<file path="config.mk">
export PLATFORM = sky130hd
export DESIGN_NAME = fixed_point_four_function_alu
export DESIGN_NICKNAME = d
export VERILOG_FILES = /design/src/rtl/fpa_pkg.sv /design/src/rtl/fixed_point_four_function_alu.sv /design/src/rtl/fpa_add.sv /design/src/rtl/fpa_mul.sv /design/src/rtl/fpa_div.sv
export SDC_FILE = /design/constraint.sdc
export NUM_CORES = 1
export LEC_CHECK = 0
export ABC_AREA = 0
export BUFFER_PORTS_ARGS = -buffer_cell sky130_fd_sc_hd__buf_2
export CORE_AREA = 2 2 198 200
export CTS_BUF_LIST = sky130_fd_sc_hd__clkbuf_2 sky130_fd_sc_hd__clkbuf_4 sky130_fd_sc_hd__clkbuf_8
export CTS_CLUSTER_DIAMETER = 50
export CTS_CLUSTER_SIZE = 10
export DETAILED_ROUTE_END_ITERATION = 10
export DIE_AREA = 0 0 200 202
export GPL_ROUTABILITY_DRIVEN = 0
export PLACE_DENSITY = 0.76
export SLEW_MARGIN = 20
export SYNTH_ARGS = -nofsm -noshare
export SYNTH_HDL_FRONTEND = slang
export SYNTH_SLANG_ARGS = --single-unit
export TNS_END_PERCENT = 50
</file>
<file path="constraint.sdc">
create_clock -name i_clk -period 3.55 [get_ports i_clk]
set_input_delay 0.5325 -clock i_clk [delete_from_list [all_inputs] [get_ports i_clk]]
set_output_delay 0.5325 -clock i_clk [all_outputs]
set_load 0.1 [all_outputs]
</file>
<file path="src/rtl/fpa_pkg.sv">
package fpa_pkg;

    // operand format
    localparam int WORD_BITS = 32;
    localparam int FRAC_BITS = 16;

    // widths of the serial units
    localparam int DVD_BITS = WORD_BITS + FRAC_BITS;
    localparam int MAG_BITS = (2 * WORD_BITS > DVD_BITS) ? 2 * WORD_BITS : DVD_BITS;

    // saturation limits
    localparam logic [WORD_BITS-1:0] MAX_POS = {1'b0, {(WORD_BITS - 1){1'b1}}};
    localparam logic [WORD_BITS-1:0] MIN_NEG = {1'b1, {(WORD_BITS - 1){1'b0}}};

    // operation codes
    typedef enum logic [1:0] {
        OP_ADD = 2'd0,
        OP_SUB = 2'd1,
        OP_MUL = 2'd2,
        OP_DIV = 2'd3
    } t_op;

    // status codes
    typedef enum logic [1:0] {
        ST_OK      = 2'd0,
        ST_OVF     = 2'd1,
        ST_DIVZERO = 2'd2
    } t_status;

    // completion of the serial adder
    typedef struct packed {
        logic                 done;
        logic                 ovf;
        logic [WORD_BITS-1:0] sum;
    } t_add_out;

    // completion of the multiplier or divider: unsigned magnitude
    typedef struct packed {
        logic                done;
        logic [MAG_BITS-1:0] mag;
    } t_mag_out;

endpackage

</file>
<file path="src/rtl/fixed_point_four_function_alu.sv">
// Signed Q16.16 add, subtract, multiply and divide with saturation. Each beat
// carries an op code and two operands and yields one beat holding the result
// and a status (ok, overflow saturated, divide by zero). Operands pass
// through bit-serial units one bit per cycle: add and subtract in a serial
// full adder, multiply by shift-and-add, divide by a restoring divider over
// the dividend scaled by 2^16. Each item is loaded into its unit, shifted
// through it and then packed into the result; a zero divisor skips the
// serial units. No new item is taken until the last one is packed. Product
// and quotient truncate toward zero. The output register holds one finished
// result, and the next item is accepted while it waits to be taken.
module fixed_point_four_function_alu
    import fpa_pkg::*;
(
    input  logic                        i_clk,
    input  logic                        i_rst_n,
    input  logic                        i_valid,
    output logic                        o_ready,
    input  logic [1:0]                  i_op,
    input  logic signed [WORD_BITS-1:0] i_operand_a,
    input  logic signed [WORD_BITS-1:0] i_operand_b,
    output logic                        o_valid,
    input  logic                        i_ready,
    output logic signed [WORD_BITS-1:0] o_result_value,
    output logic [1:0]                  o_status
);

    logic                 w_accept;
    t_op                  w_op;
    logic [WORD_BITS-1:0] w_ma;
    logic [WORD_BITS-1:0] w_mb;
    logic                 w_zdiv;
    logic                 w_add_start;
    logic                 w_mul_start;
    logic                 w_div_start;
    t_add_out             w_add;
    t_mag_out             w_mul;
    t_mag_out             w_div;
    logic                 w_unit_done;
    logic                 w_fin;
    logic                 w_out_free;

    logic                 r_busy;
    logic                 r_pend;
    t_op                  r_op;
    logic                 r_neg;
    logic                 r_a_neg;
    logic                 r_zdiv;
    logic                 r_out_valid;
    logic [WORD_BITS-1:0] r_out_value;
    t_status              r_out_status;

    logic [MAG_BITS-1:0]  n_mag;
    logic [WORD_BITS-1:0] n_lo;
    logic                 n_ovf;
    logic [WORD_BITS-1:0] n_value;
    t_status              n_status;

    // input beat and operand magnitudes
    assign o_ready     = !r_busy && !r_pend;
    assign w_accept    = i_valid && o_ready;
    assign w_op        = t_op'(i_op);
    assign w_ma        = i_operand_a[WORD_BITS-1] ? (~i_operand_a + 1'b1) : i_operand_a;
    assign w_mb        = i_operand_b[WORD_BITS-1] ? (~i_operand_b + 1'b1) : i_operand_b;
    assign w_zdiv      = (w_op == OP_DIV) && (i_operand_b == '0);
    assign w_add_start = w_accept && ((w_op == OP_ADD) || (w_op == OP_SUB));
    assign w_mul_start = w_accept && (w_op == OP_MUL);
    assign w_div_start = w_accept && (w_op == OP_DIV) && !w_zdiv;

    // serial units
    fpa_add u_add (
        .i_clk   (i_clk),
        .i_rst_n (i_rst_n),
        .i_start (w_add_start),
        .i_sub   (w_op == OP_SUB),
        .i_a     (i_operand_a),
        .i_b     (i_operand_b),
        .o_res   (w_add)
    );

    fpa_mul u_mul (
        .i_clk   (i_clk),
        .i_rst_n (i_rst_n),
        .i_start (w_mul_start),
        .i_ma    (w_ma),
        .i_mb    (w_mb),
        .o_res   (w_mul)
    );

    fpa_div u_div (
        .i_clk   (i_clk),
        .i_rst_n (i_rst_n),
        .i_start (w_div_start),
        .i_ma    (w_ma),
        .i_mb    (w_mb),
        .o_res   (w_div)
    );

    assign w_unit_done = w_add.done || w_mul.done || w_div.done;
    assign w_fin       = w_unit_done || r_pend;
    assign w_out_free  = !r_out_valid || i_ready;

    // result packing: saturate and apply the sign
    always_comb begin
        n_mag    = (r_op == OP_MUL) ? w_mul.mag : w_div.mag;
        n_lo     = n_mag[WORD_BITS-1:0];
        n_ovf    = 1'b0;
        n_value  = '0;
        n_status = ST_OK;
        case (r_op)
            OP_ADD, OP_SUB: begin
                n_ovf   = w_add.ovf;
                n_value = w_add.ovf ? (r_a_neg ? MIN_NEG : MAX_POS) : w_add.sum;
            end
            OP_MUL, OP_DIV: begin
                n_ovf   = (|n_mag[MAG_BITS-1:WORD_BITS])
                          || (r_neg ? (n_lo > MIN_NEG) : (n_lo > MAX_POS));
                n_value = n_ovf ? (r_neg ? MIN_NEG : MAX_POS)
                                : (r_neg ? (~n_lo + 1'b1) : n_lo);
            end
            default: begin
                n_ovf   = 1'b0;
                n_value = '0;
            end
        endcase
        if (n_ovf) begin
            n_status = ST_OVF;
        end
        if (r_zdiv) begin
            n_value  = '0;
            n_status = ST_DIVZERO;
        end
    end

    // item control
    always_ff @(posedge i_clk) begin
        if (!i_rst_n) begin
            r_busy      <= 1'b0;
            r_pend      <= 1'b0;
            r_out_valid <= 1'b0;
        end else begin
            if (w_accept) begin
                r_busy <= !w_zdiv;
                r_pend <= w_zdiv;
            end else begin
                if (w_unit_done) begin
                    r_busy <= 1'b0;
                end
                if (w_fin) begin
                    r_pend <= !w_out_free;
                end
            end
            if (w_fin && w_out_free) begin
                r_out_valid <= 1'b1;
            end else if (i_ready) begin
                r_out_valid <= 1'b0;
            end
        end
    end

    // item attributes and output register
    always_ff @(posedge i_clk) begin
        if (w_accept) begin
            r_op    <= w_op;
            r_neg   <= i_operand_a[WORD_BITS-1] ^ i_operand_b[WORD_BITS-1];
            r_a_neg <= i_operand_a[WORD_BITS-1];
            r_zdiv  <= w_zdiv;
        end
        if (w_fin && w_out_free) begin
            r_out_value  <= n_value;
            r_out_status <= n_status;
        end
    end

    assign o_valid        = r_out_valid;
    assign o_result_value = r_out_value;
    assign o_status       = r_out_status;

`ifndef SYNTHESIS
    // at most one unit finishes at a time
    a_one_done: assert property (@(posedge i_clk) disable iff (!i_rst_n)
        $onehot0({w_add.done, w_mul.done, w_div.done}))
        else $error("more than one serial unit finished together");

    // a unit finishes only while an item is in flight
    a_done_busy: assert property (@(posedge i_clk) disable iff (!i_rst_n)
        w_unit_done |-> r_busy)
        else $error("serial unit finished with no item in flight");

    // an accepted item is either working or waiting
    a_accept_track: assert property (@(posedge i_clk) disable iff (!i_rst_n)
        w_accept |=> (r_busy || r_pend))
        else $error("accepted item lost");

    // divide by zero gives zero
    a_divzero_zero: assert property (@(posedge i_clk) disable iff (!i_rst_n)
        (r_out_valid && (r_out_status == ST_DIVZERO)) |-> (r_out_value == '0))
        else $error("divide by zero with nonzero result");

    // overflow gives a limit value
    a_ovf_limit: assert property (@(posedge i_clk) disable iff (!i_rst_n)
        (r_out_valid && (r_out_status == ST_OVF))
        |-> ((r_out_value == MAX_POS) || (r_out_value == MIN_NEG)))
        else $error("overflow without saturated result");
`endif

endmodule

</file>
<file path="src/rtl/fpa_add.sv">
module fpa_add
    import fpa_pkg::*;
(
    input  logic                 i_clk,
    input  logic                 i_rst_n,
    input  logic                 i_start,
    input  logic                 i_sub,
    input  logic [WORD_BITS-1:0] i_a,
    input  logic [WORD_BITS-1:0] i_b,
    output t_add_out             o_res
);

    localparam int CNT_BITS = $clog2(WORD_BITS);

    logic [WORD_BITS-1:0] r_a;
    logic [WORD_BITS-1:0] r_b;
    logic [WORD_BITS-1:0] r_sum;
    logic                 r_carry;
    logic [CNT_BITS-1:0]  r_cnt;
    logic                 r_busy;
    logic                 r_done;
    logic                 r_ovf;
    logic                 n_bit;
    logic                 n_carry;
    logic                 n_last;

    // one full adder, lsb first
    always_comb begin
        n_bit   = r_a[0] ^ r_b[0] ^ r_carry;
        n_carry = (r_a[0] & r_b[0]) | (r_a[0] & r_carry) | (r_b[0] & r_carry);
        n_last  = (r_cnt == CNT_BITS'(WORD_BITS - 1));
    end

    // control
    always_ff @(posedge i_clk) begin
        if (!i_rst_n) begin
            r_busy <= 1'b0;
            r_done <= 1'b0;
            r_cnt  <= '0;
        end else begin
            r_done <= 1'b0;
            if (i_start) begin
                r_busy <= 1'b1;
                r_cnt  <= '0;
            end else if (r_busy) begin
                r_cnt <= r_cnt + 1'b1;
                if (n_last) begin
                    r_busy <= 1'b0;
                    r_done <= 1'b1;
                end
            end
        end
    end

    // operand and sum shift registers; subtract adds the inverse plus one
    always_ff @(posedge i_clk) begin
        if (i_start) begin
            r_a     <= i_a;
            r_b     <= i_sub ? ~i_b : i_b;
            r_carry <= i_sub;
        end else if (r_busy) begin
            r_a     <= r_a >> 1;
            r_b     <= r_b >> 1;
            r_sum   <= {n_bit, r_sum[WORD_BITS-1:1]};
            r_carry <= n_carry;
            if (n_last) begin
                r_ovf <= r_carry ^ n_carry;
            end
        end
    end

    assign o_res.done = r_done;
    assign o_res.ovf  = r_ovf;
    assign o_res.sum  = r_sum;

endmodule

</file>
<file path="src/rtl/fpa_mul.sv">
module fpa_mul
    import fpa_pkg::*;
(
    input  logic                 i_clk,
    input  logic                 i_rst_n,
    input  logic                 i_start,
    input  logic [WORD_BITS-1:0] i_ma,
    input  logic [WORD_BITS-1:0] i_mb,
    output t_mag_out             o_res
);

    localparam int CNT_BITS = $clog2(WORD_BITS);

    logic [WORD_BITS-1:0]   r_mcand;
    logic [WORD_BITS-1:0]   r_acc;
    logic [WORD_BITS-1:0]   r_mpl;
    logic [CNT_BITS-1:0]    r_cnt;
    logic                   r_busy;
    logic                   r_done;
    logic [WORD_BITS:0]     n_sum;
    logic [2*WORD_BITS-1:0] w_prod;

    // add the multiplicand when the current multiplier bit is set
    always_comb begin
        n_sum = {1'b0, r_acc} + (r_mpl[0] ? {1'b0, r_mcand} : '0);
    end

    // control
    always_ff @(posedge i_clk) begin
        if (!i_rst_n) begin
            r_busy <= 1'b0;
            r_done <= 1'b0;
            r_cnt  <= '0;
        end else begin
            r_done <= 1'b0;
            if (i_start) begin
                r_busy <= 1'b1;
                r_cnt  <= '0;
            end else if (r_busy) begin
                r_cnt <= r_cnt + 1'b1;
                if (r_cnt == CNT_BITS'(WORD_BITS - 1)) begin
                    r_busy <= 1'b0;
                    r_done <= 1'b1;
                end
            end
        end
    end

    // product shifts right one bit per cycle into the multiplier register
    always_ff @(posedge i_clk) begin
        if (i_start) begin
            r_mcand <= i_ma;
            r_mpl   <= i_mb;
            r_acc   <= '0;
        end else if (r_busy) begin
            r_acc <= n_sum[WORD_BITS:1];
            r_mpl <= {n_sum[0], r_mpl[WORD_BITS-1:1]};
        end
    end

    // drop the fraction bits of the double-width product
    assign w_prod     = {r_acc, r_mpl};
    assign o_res.done = r_done;
    assign o_res.mag  = MAG_BITS'(w_prod >> FRAC_BITS);

endmodule

</file>
<file path="src/rtl/fpa_div.sv">
module fpa_div
    import fpa_pkg::*;
(
    input  logic                 i_clk,
    input  logic                 i_rst_n,
    input  logic                 i_start,
    input  logic [WORD_BITS-1:0] i_ma,
    input  logic [WORD_BITS-1:0] i_mb,
    output t_mag_out             o_res
);

    localparam int CNT_BITS = $clog2(DVD_BITS);

    logic [DVD_BITS-1:0]  r_dvd;
    logic [WORD_BITS-1:0] r_rem;
    logic [WORD_BITS-1:0] r_dvs;
    logic [CNT_BITS-1:0]  r_cnt;
    logic                 r_busy;
    logic                 r_done;
    logic [WORD_BITS:0]   n_shift;
    logic [WORD_BITS:0]   n_diff;
    logic                 n_ge;

    // restoring step: bring in the next dividend bit and trial subtract
    always_comb begin
        n_shift = {r_rem, r_dvd[DVD_BITS-1]};
        n_diff  = n_shift - {1'b0, r_dvs};
        n_ge    = (n_shift >= {1'b0, r_dvs});
    end

    // control
    always_ff @(posedge i_clk) begin
        if (!i_rst_n) begin
            r_busy <= 1'b0;
            r_done <= 1'b0;
            r_cnt  <= '0;
        end else begin
            r_done <= 1'b0;
            if (i_start) begin
                r_busy <= 1'b1;
                r_cnt  <= '0;
            end else if (r_busy) begin
                r_cnt <= r_cnt + 1'b1;
                if (r_cnt == CNT_BITS'(DVD_BITS - 1)) begin
                    r_busy <= 1'b0;
                    r_done <= 1'b1;
                end
            end
        end
    end

    // scaled dividend shifts out at the top, quotient bits shift in below
    always_ff @(posedge i_clk) begin
        if (i_start) begin
            r_dvd <= DVD_BITS'(i_ma) << FRAC_BITS;
            r_dvs <= i_mb;
            r_rem <= '0;
        end else if (r_busy) begin
            r_dvd <= {r_dvd[DVD_BITS-2:0], n_ge};
            r_rem <= n_ge ? n_diff[WORD_BITS-1:0] : n_shift[WORD_BITS-1:0];
        end
    end

    assign o_res.done = r_done;
    assign o_res.mag  = MAG_BITS'(r_dvd);

endmodule
</file>
==> flow_summary.ini <==
[synthesis]
synth.area.mux_share_pct = 6.64
cell_types_with_the_highest_counts_after_synthesis = sky130_fd_sc_hd__nand2_1, sky130_fd_sc_hd__edfxtp_1, sky130_fd_sc_hd__nor2_1
synth_adder_area_share_pct = 4.64
synth-xor-area-share_pct = 7.70
synth-warning-count = 0
synthesis.nets = 2216
synth_top_family_by_area = simple AND/OR/NAND/NOR gates
synth_area_um2 = 20700
synthArstFlopShare_pct = 0
synth_area_per_cell_um2 = 10.0
netlist.area_leader.share_pct = 38.4
compound_gate_portion_of_the_synthesized_area_pct = 13.5
post_synth_edffs = 265
yosys_register_bits = 370
synth_simple_gate_area_share_pct = 15.7
yosys-top-cells-area = sky130_fd_sc_hd__edfxtp_1, sky130_fd_sc_hd__dfxtp_1, sky130_fd_sc_hd__xnor2_1, sky130_fd_sc_hd__nand2_1, sky130_fd_sc_hd__mux2i_1
most_frequently_used_cell_type_in_the_post_synthesis_netlist = sky130_fd_sc_hd__nand2_1
yosys_most_used_dff = sky130_fd_sc_hd__edfxtp_1
syn_inst = 2071
count_of_distinct_cell_types_in_the_synthesized_netlist = 68
synth_sequential_area_ratio_pct = 48.6
post-synth-top-area-cell = sky130_fd_sc_hd__edfxtp_1

[clocking]
clock-sinks = 370
tritoncts.num_buffers = 48
cts-root-to-sink-buffers = 3
clock_insertion_delay_worst_skew_ns = 0.63
cts-root-buf = sky130_fd_sc_hd__clkbuf_8
cts_tree = yes
cts_max_level = 2
clk_pin_slew_worst_paths_ns = 0.08
cts_hold_buffers = 0

[critical_path]
timing.setup.critical_path_class = reg2reg
startpoint_type = flop
timing.critical_path.slowest_stage_cell = sky130_fd_sc_hd__or4b_2
worst_path_largest_cell_delay_ns = 0.61
crit_top_cell = sky130_fd_sc_hd__a21oi_1
worst-path-max-fanout = 20
cp.arrival_ns = 4.01
required_time_of_the_critical_path_ns = 4.11
cp_cell_sequence = buf_12, and2_1, ha_1, inv_1, fa_1, nor2b_2, o31a_1, o31ai_1, buf_4, o211ai_1, a21oi_1, o21bai_1, a21oi_1, or4b_2, nand3_1
critPathCaptureType = flop

[pwr]
net-switching-power_mw = 4.19
power.static_leakage_nw = 9.38
p_sw_share_pct = 32.6
pwr-share-clk_pct = 27.1
combPwrFrac_pct = 29.8
power_frac_seq_pct = 43.2
max-vdd-ir-drop_uv = 301
total_power_mw = 12.8
power-per-cell-area_nw_per_um2 = 552
internal-power_mw = 8.64

[timing]
final.period_utilization_pct = 97.2
timing.clock.skew_ns = 0.0261
hold_ws_ns = 0.129
post-route-min-period_ns = 3.45
worst-slew-pin-transition_ns = 1.01
slew-limit-headroom_pct = 32.4
slew_violations = 0
setup_repair_after_global_routing_missed_its_margin = yes
timing.fmax_mhz = 290
hold_viol_final = 0
report.final.setup_viol = 0

[route]
wl_per_cell_um = 17.9
antenna_left = 0
drt_iter0_markers = 1291
postRouteWirelength_um = 49000
drt_pass_1_iters = 5
vias_per_cell = 5.78
drc = 0
routed-via-count = 15900

[global_routing]
vias_in_the_first_global_route = 15200
global_route.overflow_total = 0
grt_start_max_net_pins = 79
global_route_wire_length_before_repair_um = 79200
grt.total_usage_pct = 24.6
antenna_found_initial = 0

[floorplanning]
die_area_um2 = 40400
floorplan.core_area_um2 = 38300
die_h_um = 202
dieWidth_um = 200
std_cell_rows = 72
top_level_ports = 106
initial_core_util_pct = 54.1

[placed_design]
place_area_um2 = 22100
hpwl_um = 35300
buffer_ports.inserted = 105

[status]
status = complete, no violations

[finish]
finish.utilization_pct = 60.7
insertedDiodeCount = 0
area_delta_synth_final_pct = 12.1
drive_above_1_share_pct = 15.5
top_register = u_div.r_dvd
finalInstanceArea_um2 = 23200
nets = 2331
largest_reg_flops = 48

[run]
drv.max_cap_violation_count = 0

[worst_hold_path]
timing.hold.worst.class = in2reg
worst max-delay path: cells and delay by family, from the launching register on:
family / cells / cell delay [ns]
and+or+nand+nor: 4 / 1.03
AOI/OAI and AO/OA: 6 / 0.98
adders and majority gates: 2 / 0.60
DFF: 1 / 0.38
buffers and inverters: 3 / 0.38
logic make-up after synthesis:
family / after synthesis
and+or+nand+nor: 693
DFF: 370
adders and majority gates: 75
xor gates and xnor gates: 182
AOI/OAI and AO/OA: 441
muxes: 133
buffers and inverters: 177
metal layers:
metal	track usage, %	vias to the layer above	part of all wire (%)
li1	-	7687	-
met1	35.6	7535	45
met2	37.5	561	44
met3	4.57	83	8.1
met4	7.25	0	2.1
met5	0	-	0
path summary, 6_finish.rpt:
path	from	endpoint	slack [ns]	cells after the start
worst max-delay path	u_mul.r_mpl[0]	u_mul.r_acc[25]	0.1	15
worst min-delay path	i_operand_a[0]	u_mul.r_mcand[0]	0.13	1
worst max register to register	u_mul.r_mpl[0]	u_mul.r_acc[25]	0.1	15
worst min register to register	u_add.r_sum[12]	u_add.r_sum[11]	0.45	0
power by group through the flow:
stage | logic, mW | clock network (mW) | registers (mW)
floorplan | 2.89 | 0 | 5.47
global placement | 3.63 | 0 | 5.60
detailed placement | 3.73 | 0 | 5.62
CTS | 3.76 | 3.54 | 5.52
global route | 4.24 | 3.71 | 5.58
finish | 3.82 | 3.47 | 5.54
through the flow:
step / cells / TNS (ns) / worst slack, ns
finish: 2744 / 0 / 0.0979
global route: 2744 / -0.222 / -0.0683
CTS: 2741 / -0.0233 / -0.0233
detailed placement: 2651 / -0.175 / -0.0990
global placement: 2651 / -0.0716 / -0.0618
floorplan: 2071 / -6.68 / -0.129
timing repair:
action                     CTS  global route
setup endpoints to repair    3            37
pin swaps                    0             2
buffers inserted             0             3
resized for setup            1            10
cell type report:
cell class | instances | area [um^2]
Fill cell | 3144 | 15100
Timing Repair Buffer | 176 | 1130
Clock inverter | 15 | 168
Tap cell | 518 | 648
Inverter | 66 | 248
Sequential cell | 370 | 10100
Multi-Input combinational cell | 1524 | 10100
Clock buffer | 75 | 888
cell usage in the layout, fill, tap and decap left out, types with 15 or more instances in the layout:
cell type,count
sky130_fd_sc_hd__dfxtp_1,103
sky130_fd_sc_hd__edfxtp_1,265
sky130_fd_sc_hd__or3_1,15
sky130_fd_sc_hd__xnor2_1,135
sky130_fd_sc_hd__inv_1,64
sky130_fd_sc_hd__o21ai_0,133
sky130_fd_sc_hd__clkbuf_4,23
sky130_fd_sc_hd__nand3_1,55
sky130_fd_sc_hd__nor2_1,147
sky130_fd_sc_hd__buf_2,105
sky130_fd_sc_hd__mux2_2,35
sky130_fd_sc_hd__nor3_1,31
sky130_fd_sc_hd__a211oi_1,32
sky130_fd_sc_hd__and2_1,38
sky130_fd_sc_hd__xor2_1,47
sky130_fd_sc_hd__ha_1,72
sky130_fd_sc_hd__nand2_1,275
sky130_fd_sc_hd__and3_1,17
sky130_fd_sc_hd__nand4_1,21
sky130_fd_sc_hd__a21oi_1,108
sky130_fd_sc_hd__buf_4,65
sky130_fd_sc_hd__a21o_1,39
sky130_fd_sc_hd__clkbuf_8,52
sky130_fd_sc_hd__mux2i_1,97
sky130_fd_sc_hd__o31ai_1,17
Note: power is estimated with default switching activity, not from simulation.
